$ cat config.mk
export PLATFORM = sky130hd
export DESIGN_NAME = dual_quadrature_move_counter_core
export DESIGN_NICKNAME = d
export VERILOG_FILES = /design/src/rtl/dqmc_pkg.sv /design/src/rtl/dqmc_arrival.sv /design/src/rtl/dual_quadrature_move_counter_core.sv
export SDC_FILE = /design/constraint.sdc
export NUM_CORES = 1
export LEC_CHECK = 0
export ABC_AREA = 1
export BUFFER_PORTS_ARGS = -buffer_cell sky130_fd_sc_hd__buf_2
export CORE_MARGIN = 2
export CORE_UTILIZATION = 51
export DETAILED_ROUTE_END_ITERATION = 8
export PLACE_DENSITY = 0.71
export SLEW_MARGIN = 20
export SYNTH_ARGS = -nofsm -noshare
export SYNTH_HDL_FRONTEND = slang
export SYNTH_HIERARCHICAL = 1
export SYNTH_SLANG_ARGS = --single-unit
$ cat constraint.sdc
create_clock -name clk -period 6.9 [get_ports clk]
set_input_delay 1.38 -clock clk [delete_from_list [all_inputs] [get_ports clk]]
set_output_delay 1.38 -clock clk [all_outputs]
set_load 0.01 [all_outputs]
$ cat src/rtl/dqmc_pkg.sv
// shared types and constants for the dual quadrature move counter
package dqmc_pkg;

  // function codes of an input word
  typedef enum logic [1:0] {
    FUNC_SAMPLE = 2'd0,
    FUNC_ARM    = 2'd1,
    FUNC_CHECK  = 2'd2
  } func_t;

  localparam int unsigned FUNC_BITS  = 2;
  localparam int unsigned PIN_BITS   = 4;
  localparam int unsigned DIST_BITS  = 31;
  localparam int unsigned OUT_CNT_BITS = 32;

  // encoder 0 owns pin bits 0 (A) and 2 (B)
  localparam logic [PIN_BITS-1:0] ENC0_PINS  = 4'h5;
  localparam logic [PIN_BITS-1:0] PINS_RESET = 4'hF;

endpackage

$ cat src/rtl/dqmc_arrival.sv
// arrival test: distance moved since the start count against the armed distance
module dqmc_arrival #(
  parameter int COUNT_BITS = 32
) (
  input  logic [COUNT_BITS-1:0]          count,
  input  logic [COUNT_BITS-1:0]          start_count,
  input  logic                           start_captured,
  input  logic [dqmc_pkg::DIST_BITS-1:0] distance,
  output logic [COUNT_BITS-1:0]          start_used,
  output logic                           reached
);

  localparam int CMP_W = (COUNT_BITS > 31) ? COUNT_BITS : 31;

  logic [COUNT_BITS-1:0] diff;
  logic [COUNT_BITS-1:0] mag;

  // a fresh start is the count itself, so the first check sees zero movement
  assign start_used = start_captured ? start_count : count;
  assign diff       = count - start_used;
  assign mag        = diff[COUNT_BITS-1] ? (~diff + 1'b1) : diff;
  assign reached    = CMP_W'(mag) >= CMP_W'(distance);

endmodule

$ cat src/rtl/dual_quadrature_move_counter_core.sv
// top level of the dual quadrature move counter
//
// keeps a wrapping step count for each of two quadrature encoders and a pending
// move per motor. a sample word counts encoder 0 when its pins changed since the
// previous sample and encoder 1 otherwise: equal A and B levels count up,
// unequal levels count down. an arm word stores a move distance (zero disarms);
// the first check after arming captures the current count as the start, and a
// check raises stop and disarms once the count has moved the distance either
// way. every input word yields exactly one result word carrying both counts and
// the armed mask. a word passes an input register, then one pass through the
// counter increment and the arrival compare into the result register, where
// out_valid rises; a stalled result keeps the word in the input register until
// the result register is free, and one word is taken every cycle as long as
// the result side keeps up. the result register frees itself in the cycle it
// is taken, so a stalled result holds only one word in each stage.
module dual_quadrature_move_counter_core #(
  parameter int COUNT_BITS = 32
) (
  input  logic                              clk,
  input  logic                              rst_n,
  // input words
  input  logic                              in_valid,
  output logic                              in_ready,
  input  logic [dqmc_pkg::FUNC_BITS-1:0]    in_func,
  input  logic [dqmc_pkg::PIN_BITS-1:0]     in_pin_levels,
  input  logic                              in_motor_sel,
  input  logic [dqmc_pkg::DIST_BITS-1:0]    in_distance,
  // result words
  output logic                              out_valid,
  input  logic                              out_ready,
  output logic                              out_stop,
  output logic                              out_stopped_motor,
  output logic signed [dqmc_pkg::OUT_CNT_BITS-1:0] out_count_zero,
  output logic signed [dqmc_pkg::OUT_CNT_BITS-1:0] out_count_one,
  output logic [1:0]                        out_armed_mask
);

  localparam logic [COUNT_BITS-1:0] CNT_ONE = COUNT_BITS'(1);

  // input register
  logic                           s1_valid_r;
  logic [dqmc_pkg::FUNC_BITS-1:0] s1_func_r;
  logic [dqmc_pkg::PIN_BITS-1:0]  s1_pins_r;
  logic                           s1_motor_r;
  logic [dqmc_pkg::DIST_BITS-1:0] s1_dist_r;
  logic                           s1_fire;

  // block state
  logic [COUNT_BITS-1:0]          step_r  [2];
  logic [COUNT_BITS-1:0]          step_nxt[2];
  logic [dqmc_pkg::DIST_BITS-1:0] dist_r  [2];
  logic [dqmc_pkg::DIST_BITS-1:0] dist_nxt[2];
  logic [COUNT_BITS-1:0]          start_r  [2];
  logic [COUNT_BITS-1:0]          start_nxt[2];
  logic [1:0]                     cap_r;
  logic [1:0]                     cap_nxt;
  logic [dqmc_pkg::PIN_BITS-1:0]  prev_pins_r;
  logic [dqmc_pkg::PIN_BITS-1:0]  prev_pins_nxt;

  // result register
  logic                           out_valid_r;
  logic                           out_valid_nxt;
  logic                           stop_r;
  logic                           stop_nxt;
  logic                           smotor_r;
  logic                           smotor_nxt;
  logic [COUNT_BITS-1:0]          cnt0_r;
  logic [COUNT_BITS-1:0]          cnt1_r;
  logic [1:0]                     armed_r;
  logic [1:0]                     armed_nxt;

  // per-word decode
  logic                           enc;
  logic                           pin_a;
  logic                           pin_b;
  logic [COUNT_BITS-1:0]          start_used;
  logic                           reached;

  // the input stage moves on whenever the result register is free or drained
  assign s1_fire  = s1_valid_r && (!out_valid_r || out_ready);
  assign in_ready = !s1_valid_r || s1_fire;

  always_ff @(posedge clk) begin
    if (!rst_n) begin
      s1_valid_r <= 1'b0;
    end else if (in_ready) begin
      s1_valid_r <= in_valid;
    end
  end

  always_ff @(posedge clk) begin
    if (in_valid && in_ready) begin
      s1_func_r  <= in_func;
      s1_pins_r  <= in_pin_levels;
      s1_motor_r <= in_motor_sel;
      s1_dist_r  <= in_distance;
    end
  end

  // encoder 0 wins whenever any of its pins moved
  assign enc   = ((s1_pins_r ^ prev_pins_r) & dqmc_pkg::ENC0_PINS) == '0;
  assign pin_a = s1_pins_r[{1'b0, enc}];
  assign pin_b = s1_pins_r[{1'b1, enc}];

  // arrival test for the addressed motor
  dqmc_arrival #(
    .COUNT_BITS(COUNT_BITS)
  ) u_arrival (
    .count         (step_r[s1_motor_r]),
    .start_count   (start_r[s1_motor_r]),
    .start_captured(cap_r[s1_motor_r]),
    .distance      (dist_r[s1_motor_r]),
    .start_used    (start_used),
    .reached       (reached)
  );

  always_comb begin
    step_nxt      = step_r;
    dist_nxt      = dist_r;
    start_nxt     = start_r;
    cap_nxt       = cap_r;
    prev_pins_nxt = prev_pins_r;
    stop_nxt      = 1'b0;
    smotor_nxt    = 1'b0;
    case (s1_func_r)
      dqmc_pkg::FUNC_SAMPLE: begin
        step_nxt[enc] = (pin_a == pin_b) ? step_r[enc] + CNT_ONE : step_r[enc] - CNT_ONE;
        prev_pins_nxt = s1_pins_r;
      end
      dqmc_pkg::FUNC_ARM: begin
        dist_nxt[s1_motor_r] = s1_dist_r;
        cap_nxt[s1_motor_r]  = 1'b0;
      end
      dqmc_pkg::FUNC_CHECK: begin
        smotor_nxt = s1_motor_r;
        // a disarmed motor leaves everything alone
        if (dist_r[s1_motor_r] != '0) begin
          start_nxt[s1_motor_r] = start_used;
          cap_nxt[s1_motor_r]   = 1'b1;
          if (reached) begin
            stop_nxt             = 1'b1;
            dist_nxt[s1_motor_r] = '0;
            cap_nxt[s1_motor_r]  = 1'b0;
          end
        end
      end
      default: begin
        // unused code: no state change, stop stays low
      end
    endcase
    armed_nxt = {dist_nxt[1] != '0, dist_nxt[0] != '0};
  end

  // state commits only when the word moves into the result register
  always_ff @(posedge clk) begin
    if (!rst_n) begin
      step_r[0]   <= '0;
      step_r[1]   <= '0;
      dist_r[0]   <= '0;
      dist_r[1]   <= '0;
      start_r[0]  <= '0;
      start_r[1]  <= '0;
      cap_r       <= '0;
      prev_pins_r <= dqmc_pkg::PINS_RESET;
    end else if (s1_fire) begin
      step_r      <= step_nxt;
      dist_r      <= dist_nxt;
      start_r     <= start_nxt;
      cap_r       <= cap_nxt;
      prev_pins_r <= prev_pins_nxt;
    end
  end

  assign out_valid_nxt = s1_fire ? 1'b1 : (out_ready ? 1'b0 : out_valid_r);

  always_ff @(posedge clk) begin
    if (!rst_n) begin
      out_valid_r <= 1'b0;
    end else begin
      out_valid_r <= out_valid_nxt;
    end
  end

  always_ff @(posedge clk) begin
    if (s1_fire) begin
      stop_r   <= stop_nxt;
      smotor_r <= smotor_nxt;
      cnt0_r   <= step_nxt[0];
      cnt1_r   <= step_nxt[1];
      armed_r  <= armed_nxt;
    end
  end

  // counts leave sign-extended or truncated to the 32-bit result field
  assign out_valid         = out_valid_r;
  assign out_stop          = stop_r;
  assign out_stopped_motor = smotor_r;
  assign out_count_zero    = dqmc_pkg::OUT_CNT_BITS'($signed(cnt0_r));
  assign out_count_one     = dqmc_pkg::OUT_CNT_BITS'($signed(cnt1_r));
  assign out_armed_mask    = armed_r;

  // a stop always leaves its motor disarmed
  a_stop_disarms: assert property (@(posedge clk) disable iff (!rst_n)
    out_valid_r && stop_r |-> !armed_r[smotor_r])
    else $error("stop reported while motor still armed");

  // a captured start only exists for an armed motor
  a_cap_armed0: assert property (@(posedge clk) disable iff (!rst_n)
    cap_r[0] |-> dist_r[0] != '0)
    else $error("start captured on disarmed motor 0");

  a_cap_armed1: assert property (@(posedge clk) disable iff (!rst_n)
    cap_r[1] |-> dist_r[1] != '0)
    else $error("start captured on disarmed motor 1");

  // a sample word moves exactly one counter
  a_one_counter: assert property (@(posedge clk) disable iff (!rst_n)
    s1_fire && s1_func_r == dqmc_pkg::FUNC_SAMPLE |=>
      ((step_r[0] != $past(step_r[0])) != (step_r[1] != $past(step_r[1]))))
    else $error("sample did not move exactly one counter");

  // counters hold on every other cycle
  a_count_hold: assert property (@(posedge clk) disable iff (!rst_n)
    !(s1_fire && s1_func_r == dqmc_pkg::FUNC_SAMPLE) |=>
      $stable(step_r[0]) && $stable(step_r[1]))
    else $error("counter changed without a sample word");

endmodule

# Word-level counts from Yosys, hierarchy flattened
# Cells that the tools add are included.
[totals]
rom_bits = 0
n_memories = 0
latch_bits = 0
out_inout_bits = 70
inputBits = 42
reg_bits = 303
ram_bits = 0
elab_cells = 108
[op_classes]
shift = 0
bitwise_logic = 10
n_eq_ne = 4
muxes = 42
multipliers = 0
n_reduce_logical = 20
n_addsub = 4
n_div = 0
n_lt_le_gt_ge = 9
[ops]
columns = ["op", "n"]
rows = [
  ["$mux 32", 14],
  ["$bwmux 64", 2],
  ["$mux 31", 4],
  ["$mux 62", 2],
  ["$pmux 62 s2", 1],
  ["$reduce_bool 31->1", 3],
  ["$add 32x1->32 const B", 2],
  ["$demux 32 s1", 2],
  ["$mux 64", 1],
  ["$and 62x62->62", 1],
  ["$bwmux 62", 1],
  ["$not 62->62", 1],
  ["$ge 32x31->1", 1],
  ["$not 32->32", 1],
  ["$sub 32x1->32 const B", 1],
  ["$sub 32x32->32", 1],
  ["$demux 31 s1", 1],
  ["$mux 1", 10],
  ["$reduce_and 3->1", 2],
  ["$logic_and 1x1->1", 5],
  ["$and 2x2->2", 2],
  ["$ge 2x2->1 const B", 2],
  ["$logic_not 4->1", 1],
  ["$lt 2x1->1 const B", 2],
  ["20 further kinds", 26],
]

# Logic depth before layout (Yosys ltp)
# Gate-level depths: netlist of the first run.
[logic_depth]
ltp_word = 14
depth_mapped = 56
mapped_depth_nobuf = 48

# Cells and area by module
# Netlist of the first run, hierarchy kept.
[modules_own_cells]
columns = ["mod", "cells_per_inst", "seq_area_each_um2", "area_per_inst_um2", "instances"]
rows = [
  ["dual_quadrature_move_counter_core", 2364, 7106.8, 16963.8, 1],
  ["dqmc_arrival", 989, 0.0, 4953.5, 1],
]

# Worst setup path after synthesis of the first run
# Ideal clock, no wire load.
[synth_timing]
path_kind = "register to register"
from = "register s1_motor_r"
to = "register armed_r[0] (netlist: out_armed_mask[0]), data pin"
stages_incl_launch_ff = 48
setup_time_ns = 0.263
arrival_ns = 6.742
path_buffers = 9
period_less_slack_ns = 7.005
setup_slack_ns = -0.105
t_required_ns = 6.637
cell_sequence = "edfxtp_1 -> buf_2 -> buf_2 -> buf_2 -> clkbuf_1 -> clkbuf_1 -> clkbuf_1 -> nand2_1 -> o21ai_0 -> clkbuf_1 -> clkbuf_1 -> o21ai_0 -> ha_1 -> inv_1 -> fa_1 -> inv_1 -> ha_1 -> a21boi_2 -> (+12 left out) -> nor2_1 -> nor3_1 -> a21boi_0 -> nand2_1 -> nand2_1 -> nand2_1 -> nand2_1 -> nand2_1 -> nand2_1 -> nand3_1 -> clkinv_1 -> clkbuf_1 -> o211ai_1 -> nand3_1 -> o21ai_0 -> nand4_1 -> nor4_1 -> nand2_1"
[synth_between]
elab_chain_cells = 14
elab_cells_between_ends = 31
cone_classes = "add/sub (2); order compare (3); mux (19); bitwise (4); reduce/logical (3)"
[synth_lines]
columns = ["item", "line", "source"]
rows = [
  ["from (decl)", "dual_quadrature_move_counter_core.sv:44", "logic s1_motor_r;"],
  ["from (signal assigned)", "dual_quadrature_move_counter_core.sv:95", "s1_motor_r <= in_motor_sel;"],
  ["$not 1->2 (not written as such)", "dual_quadrature_move_counter_core.sv:109, dual_quadrature_move_counter_core.sv:110", ""],
  ["$mux 32 (on tied branches) (3 in a row)", "dual_quadrature_move_counter_core.sv:109, dual_quadrature_move_counter_core.sv:110", ""],
  ["$mux 32 *", "dqmc_arrival.sv:19", "assign start_used = start_captured ? start_count : count;"],
  ["via start_used[0]", "dual_quadrature_move_counter_core.sv:76", "logic [COUNT_BITS-1:0] start_used;"],
  ["$sub 32x32->32 *", "dqmc_arrival.sv:20", "assign diff = count - start_used;"],
  ["$not 32->32", "dqmc_arrival.sv:21", "assign mag = diff[COUNT_BITS-1] ? (~diff + 1'b1) : diff;"],
  ["$add 32x1->32", "dqmc_arrival.sv:21", ""],
  ["$mux 32 *", "dqmc_arrival.sv:21", ""],
  ["$ge 32x31->1 *", "dqmc_arrival.sv:22", "assign reached = CMP_W'(mag) >= CMP_W'(distance);"],
  ["via reached", "dual_quadrature_move_counter_core.sv:77", "logic reached;"],
  ["$mux 62 *", "dual_quadrature_move_counter_core.sv:140", "if (reached) begin"],
  ["$mux 62 *", "dual_quadrature_move_counter_core.sv:137", "if (dist_r[s1_motor_r] != '0) begin"],
  ["$pmux 62 s2 *", "dual_quadrature_move_counter_core.sv:125", "case (s1_func_r)"],
  ["$reduce_bool 31->1 *", "dual_quadrature_move_counter_core.sv:151", "armed_nxt = {dist_nxt[1] != '0, dist_nxt[0] != '0};"],
  ["via armed_nxt[0]", "dual_quadrature_move_counter_core.sv:70", "logic [1:0] armed_nxt;"],
  ["to (signal assigned)", "dual_quadrature_move_counter_core.sv:190", "armed_r <= armed_nxt;"],
  ["to (decl)", "dual_quadrature_move_counter_core.sv:69", "logic [1:0] armed_r;"],
]
# Mark *: on every way through the listed nets, which the timed path passes. The rest lies on a longest branch. The select of a mux whose other input is x is not followed.
# A chain may end at the register's enable or synchronous reset.

# Worst setup path in the final report of the first run
[layout_timing]
from = "register s1_motor_r"
to = "register armed_r[1] (netlist: out_armed_mask[1]), data pin"
[layout_between]
elab_chain_cells = 14
elab_cells_between_ends = 31
cone_classes = "add/sub (2); order compare (3); mux (19); bitwise (4); reduce/logical (3)"
[layout_lines]
columns = ["item", "line"]
rows = [
  ["$not 1->2 (not written as such)", "dual_quadrature_move_counter_core.sv:109, dual_quadrature_move_counter_core.sv:110, dual_quadrature_move_counter_core.sv:112"],
  ["$mux 32 (on tied branches) (3 in a row)", "dual_quadrature_move_counter_core.sv:109, dual_quadrature_move_counter_core.sv:110"],
  ["$mux 32", "dqmc_arrival.sv:19"],
  ["$sub 32x32->32", "dqmc_arrival.sv:20"],
  ["$not 32->32", "dqmc_arrival.sv:21"],
  ["$add 32x1->32", "dqmc_arrival.sv:21"],
  ["$mux 32", "dqmc_arrival.sv:21"],
  ["$ge 32x31->1 *", "dqmc_arrival.sv:22"],
  ["via reached", "dual_quadrature_move_counter_core.sv:77"],
  ["$mux 62 *", "dual_quadrature_move_counter_core.sv:140"],
  ["$mux 62 *", "dual_quadrature_move_counter_core.sv:137"],
  ["$pmux 62 s2 *", "dual_quadrature_move_counter_core.sv:125"],
  ["$reduce_bool 31->1 *", "dual_quadrature_move_counter_core.sv:151"],
  ["via armed_nxt[1]", "dual_quadrature_move_counter_core.sv:70"],
]
# Marks and branches as above.

==> results of run 1 <==
[area by class of cell]
type	instances	area [µm²]	area share, %
multi-input combinational	2341	12150	49.98
sequential	302	7107	29.24
inverter	538	2029	8.349
timing repair buffer	165	1122	4.617
clock buffer	52	1084	4.457
tap	539	674.4	2.774
clock inverter	14	141.4	0.5816
[power breakdown]
part | switching (W) | internal (W) | leakage [nW] | total (W)
Clock | 0.000790 | 0.00117 | 0.596 | 0.00196
Sequential | 0.0000721 | 0.00196 | 2.62 | 0.00203
Combinational | 0.00189 | 0.000889 | 7.93 | 0.00278
[logic make-up after synthesis]
| family | share of synthesized area [%] |
|---|---|
| xor gates and xnor gates | 1.564 |
| buffers and inverters | 12.51 |
| muxes | 0.09134 |
| DFF | 32.43 |
| and+or+nand+nor | 26.84 |
| AOI/OAI and AO/OA | 21.42 |
| adders and majority gates | 5.149 |
[worst min-delay path, cell delays in order, from the launching register on]
cell	delay, ns
dfxtp_1	0.30
inv_1	0.05
a21oi_1	0.05
[through the flow]
step	utilization, %	hold slack (ns)	power (W)
after floorplan	-	0.4244	0.004039
after global placement	54.00	0.4334	0.004661
after detailed placement	54.00	0.4389	0.004727
after CTS	56.90	0.4498	0.006700
after global routing	57.56	0.4657	0.007185
final	57.56	0.4474	0.006769
[routing by layer]
| layer | up-vias | global-route usage (%) |
|---|---|---|
| met2 | 843 | 49.65 |
| li1 | 11080 | - |
| met5 | - | 0 |
| met3 | 178 | 3.427 |
| met4 | 0 | 16.03 |
| met1 | 10310 | 36.77 |
[cells in the final DEF, fill, tap and decap left out, types with 6 or more instances in the layout]
cell type and instances:
nand2_1 772, inv_1 521, o21ai_0 462, a21oi_1 288, nand3_1 207, dfxtp_1 196, nor2_1 156, buf_2 110
edfxtp_1 106, ha_1 81, nand4_1 50, buf_4 43, clkbuf_16 42, o21ai_1 38, nand2_2 37, o211ai_1 35
xor2_1 31, o221ai_1 28, nor2_2 22, nor3_1 16, nand3b_1 13, nand3_2 12, nor2_4 11, a31oi_1 11
nor4_1 11, inv_2 10, clkbuf_8 8, and2_1 7, clkinv_2 7, nand2_4 6, clkbuf_1 6
[flip-flops by register name, summed over array words and instances (netlist names), named ones only]
name               count
dist_r                62
out_armed_mask         2
out_count_one         32
out_count_zero        32
out_stop               1
out_stopped_motor      1
out_valid              1
prev_pins_r            2
s1_dist_r             31
s1_func_r              2
s1_motor_r             1
s1_pins_r              4
s1_valid_r             1
start_r               64
step_r                64
[worst min path at each step]
stage / from / endpoint / slack (ns)
final: start_r[54] / start_r[54] / 0.45
after floorplan: start_r[44] / start_r[44] / 0.42
after CTS: start_r[38] / start_r[38] / 0.45
after global placement: start_r[59] / start_r[59] / 0.43
after global routing: start_r[60] / start_r[60] / 0.47
after detailed placement: start_r[38] / start_r[38] / 0.44
[repair_timing]
action | 4_1_cts | 5_1_grt
setup buffers | 0 | 11
setup endpoints to repair | 0 | 2
gates resized for setup | 0 | 41
==> results.cfg, run 1 <==
[logic_synthesis]
synth_ff_type = dfxtp_1
synth_top_area_cell = dfxtp_1
avgSynthCellArea_um2 = 6.537
netlist_area_um2 = 21920
netlist.area_leader.share_pct = 17.90
yosys_warnings = 6
synth_cell_type_count = 53
ys_seq_area_share_pct = 32.43
syn-num-nets = 3484
synthArstFlopShare_pct = 0
synth.area.top_cells = dfxtp_1 18%, edfxtp_1 15%, nand2_1 13%
synthTopCellsByCount = 773 x nand2_1, 522 x inv_1, 486 x o21ai_0, 289 x a21oi_1, 208 x nand3_1
synth.most_common_cell = nand2_1
synth_seq_cells = 302
synth_cells = 3353
synth-edff-count = 106

[setup_path]
critical-path-top-delay-family = compound AO/OA/AOI/OAI gates
required_ns = 7.20
cp_num_buf_inv = 8
cp-endpoint = out_armed_mask[1]
cp_data_arrival_time_ns = 6.82
cp-start-kind = flop
worstReg2RegEnd = out_armed_mask[1]
rr_worst_depth = 39
cp.depth = 39
criticalPathCategory = flop to flop
critPathCaptureType = flop
crit_top_cell = nand2_1
crit_fanout = 62
timing.rr.start = s1_motor_r
max_stage_delay_ns = 0.43
cp_slowest_cell = edfxtp_1
r2r_slack_ns = 0.37
crit_start = s1_motor_r

[die]
initial_core_util_pct = 51.90
num_rows = 75
die_area_um2 = 44650
die_height_um = 211.3
core_area_um2 = 42230
die_x_um = 211.3
top_level_ports = 112

[sta]
max_freq_ghz = 0.1533
fin_ws_ns = 0.3748
fin_crit_ns = 6.525
finClkSkew_ns = 0.02027
finalSetupViolCount = 0
tns_ns = 0
drv_slew = 0
slew_headroom_pct = 26.50
hold_violations = 0
finalCritPeriodShare_pct = 94.57
worstMarginPinSlew_ns = 1.100

[drt]
vias = 22410
routedWlPerCell_um = 17.23
met1Wirelength_um = 28430
routed_wl_um = 68060
drc = 0
route.met3.wl_um = 4056
routed.top_layer = met4
ant_nets = 0
dr.pass1.iters = 9
met2WireLength_um = 31640
drt-initial-drc-count = 2261
vias_per_cell = 5.672

[placed_design]
dpl.cell_count = 3869
place_hpwl_um = 48540
placedInstanceArea_um2 = 22800
io_buffer_count = 111
dp_slack_ns = 0.2557
gp_congestion = 0.9226

[clock_tree]
postCtsHoldBufs = 0
cts_buffers = 36
numClockSinks = 302
htreeDepth = 2
clk_latency_ns = 0.56
cts-root-buf = clkbuf_16
cts_tree = yes
clk_pin_slew_worst_paths_ns = 0.06
clockBufferDepth = 3

[final_layout]
nFillCells = 4052
final_cells = 3951
final_area_um2 = 24310
diodes = 0
syn_to_final_growth_pct = 10.91
final_nets = 3515
drive_gt1_share_pct = 10.26

[status]
status = completed

[grt]
grt_usage_pct = 29.41
grt_max_degree = 127
grt-ovfl-total = 0
grt_pass1_wl_um = 105300
grt_pass1_vias = 20430
grt_antenna_before_repair = 0

[power_and_ir_drop]
peakVddDrop_v = 0.0001933
leakage_nw = 11.14
p_per_area_nw_per_um2 = 278.5

[hold_path]
min_path_cells = 2
hp-class = flop to flop

[job]
maxCapViolCount = 0
Note: power is estimated with default switching activity, not from simulation.
==> run 2, diff against run 1 <==
--- a/config.mk
+++ b/config.mk
@@ -9,6 +9,7 @@
 export BUFFER_PORTS_ARGS = -buffer_cell sky130_fd_sc_hd__buf_2
 export CORE_MARGIN = 2
 export CORE_UTILIZATION = 51
+export CTS_CLUSTER_DIAMETER = 80
 export DETAILED_ROUTE_END_ITERATION = 8
 export PLACE_DENSITY = 0.71
 export SLEW_MARGIN = 20
==> constraint.sdc (replaced) <==
create_clock -name clk -period 6.9 [get_ports clk]
set_input_delay 0.345 -clock clk [delete_from_list [all_inputs] [get_ports clk]]
set_output_delay 0.345 -clock clk [all_outputs]
set_load 0.01 [all_outputs]
==> run 2 against run 1 <==
Routed wire length shrank 0.48%. First-iteration DRC count down 11%. Total power is 0.24% lower. Sequential share of layout area is 0.30 points lower. Clock skew grew 0.0054 ns. Worst hold slack got worse by 0.42 ns. Utilization grew 0.59 points. Fmax rose by 1.3%. Sequential power about the same. Clock power about the same.
==> results.cfg, run 2 (synthesis gave the netlist of run 1 again) <==
[power_and_ir_drop]
p_per_area_nw_per_um2 = 275.0
swShare_pct = 41.08
p_clk_share_pct = 28.8
p_comb_share_pct = 41.1
leakage_nw = 11.24
pwr-share-seq_pct = 30.1
p_int_w = 0.003979
peakVddDrop_v = 0.0002112
fin_total_pwr_w = 0.006753
p_sw_w = 0.002774

[drt]
routed_wl_um = 67730
vias = 22380
drt-initial-drc-count = 2017
ant_nets = 0
dr.pass1.iters = 5
drc = 0
routedWlPerCell_um = 17.00
vias_per_cell = 5.618

[sta]
finalSetupViolCount = 0
drv_slew = 0
hold_ws_ns = 0.02996
slew_headroom_pct = 26.58
max_freq_ghz = 0.1553
hold_violations = 0
fin_crit_ns = 6.441
finalCritPeriodShare_pct = 93.34
worstMarginPinSlew_ns = 1.099
fin_ws_ns = 0.4592
finClkSkew_ns = 0.02568

[placed_design]
gp_congestion = 0.9223
io_buffer_count = 111
dp_slack_ns = 0.2528
place_hpwl_um = 48440

[setup_path]
rr_worst_depth = 41
cp_data_arrival_time_ns = 6.76
timing.rr.start = s1_motor_r
criticalPathCategory = flop to flop
critPathCaptureType = flop
required_ns = 7.22
crit_top_cell = nand2_1
r2r_slack_ns = 0.46
cp_slowest_cell = ha_1
max_stage_delay_ns = 0.43
cp-start-kind = flop
worstReg2RegEnd = out_armed_mask[1]
crit_fanout = 62

[clock_tree]
cts-root-buf = clkbuf_16
clk_pin_slew_worst_paths_ns = 0.06
numClockSinks = 302
cts_buffers = 38
cts_tree = yes
clockBufferDepth = 3
htreeDepth = 2
clk_latency_ns = 0.57

[die]
num_rows = 75
initial_core_util_pct = 51.90
die_area_um2 = 44650
die_height_um = 211.3
core_area_um2 = 42230
top_level_ports = 112
die_x_um = 211.3

[grt]
grt_antenna_before_repair = 0
grt-ovfl-total = 0
grt_usage_pct = 29.95
grt_pass1_wl_um = 107000
grt_max_degree = 169
grt_pass1_vias = 20620

[final_layout]
regArea_um2 = 7107
final_cell_mix = 771 x nand2_1, 521 x inv_1, 467 x o21ai_0, 289 x a21oi_1, 207 x nand3_1
drive_gt1_share_pct = 9.785
syn_to_final_growth_pct = 12.05
diodes = 0
final_nets = 3546
final_common_cell = nand2_1
fin_util_pct = 58.15
multi_input_area_um2 = 12150
nFillCells = 4027
reg_top3 = start_r x64, step_r x64, dist_r x62

[status]
status = completed

[hold_path]
min_path_cells = 1
holdPathEnd = s1_motor_r
hp-class = input port to flop
min-delay-start = in_motor_sel

[job]
maxCapViolCount = 0
## run 2: worst max path at each step
stage                    start           endpoint  slack, ns  depth (start not counted)
finish              s1_motor_r  out_armed_mask[1]       0.46                         41
global route        s1_motor_r  out_armed_mask[1]     -0.005                         42
CTS                 s1_motor_r  out_armed_mask[1]       0.23                         40
detailed placement  s1_motor_r  out_armed_mask[1]       0.25                         40
global placement    s1_motor_r  out_armed_mask[1]       0.39                         40
floorplan           s1_motor_r  out_armed_mask[0]       0.04                         50
## run 2: through the flow
step	TNS, ns	area [µm²]	cells
global placement	0	22800	3868
global route	-0.005137	24560	3983
floorplan	0	21920	3353
CTS	0	24370	3974
detailed placement	0	22800	3868
finish	0	24560	3983
## run 2: final cells by class
class / count / share of cell area (%)
Sequential cell: 302 / 28.94
Clock inverter: 23 / 0.7592
Tap cell: 539 / 2.746
Inverter: 538 / 8.264
Multi-Input combinational cell: 2341 / 49.49
Timing Repair Buffer: 194 / 5.676
Clock buffer: 46 / 4.122
## run 2: worst max-delay path: cells and delay by family (launching register included)
family,cells,cell delay [ns]
flip-flops,1,0.42
AO/OA/AOI/OAI,6,1.03
AND/OR/NAND/NOR,26,2.93
buffers and inverters,7,1.04
adder cells (fa/ha/maj),2,0.72
## run 2: power groups by stage
stage / logic (W) / registers, W / clock network, W
after floorplan: 0.00198 / 0.00206 / 0
after global placement: 0.00260 / 0.00206 / 0
after detailed placement: 0.00266 / 0.00206 / 0
after CTS: 0.00270 / 0.00203 / 0.00197
after global routing: 0.00310 / 0.00204 / 0.00204
final: 0.00278 / 0.00203 / 0.00195
## run 2: layer usage
metal  routed length, µm  track usage, %
met5                   0               0
met4                3629           15.08
met3                3955           3.857
met2               31660           50.58
met1               28490           37.67
## run 2: timing repair
action,CTS,global route
endpoints found under the setup margin,0,17
resized for setup,0,35
hold buffers,37,0
endpoints found under the hold margin,37,0
buffers inserted,0,6
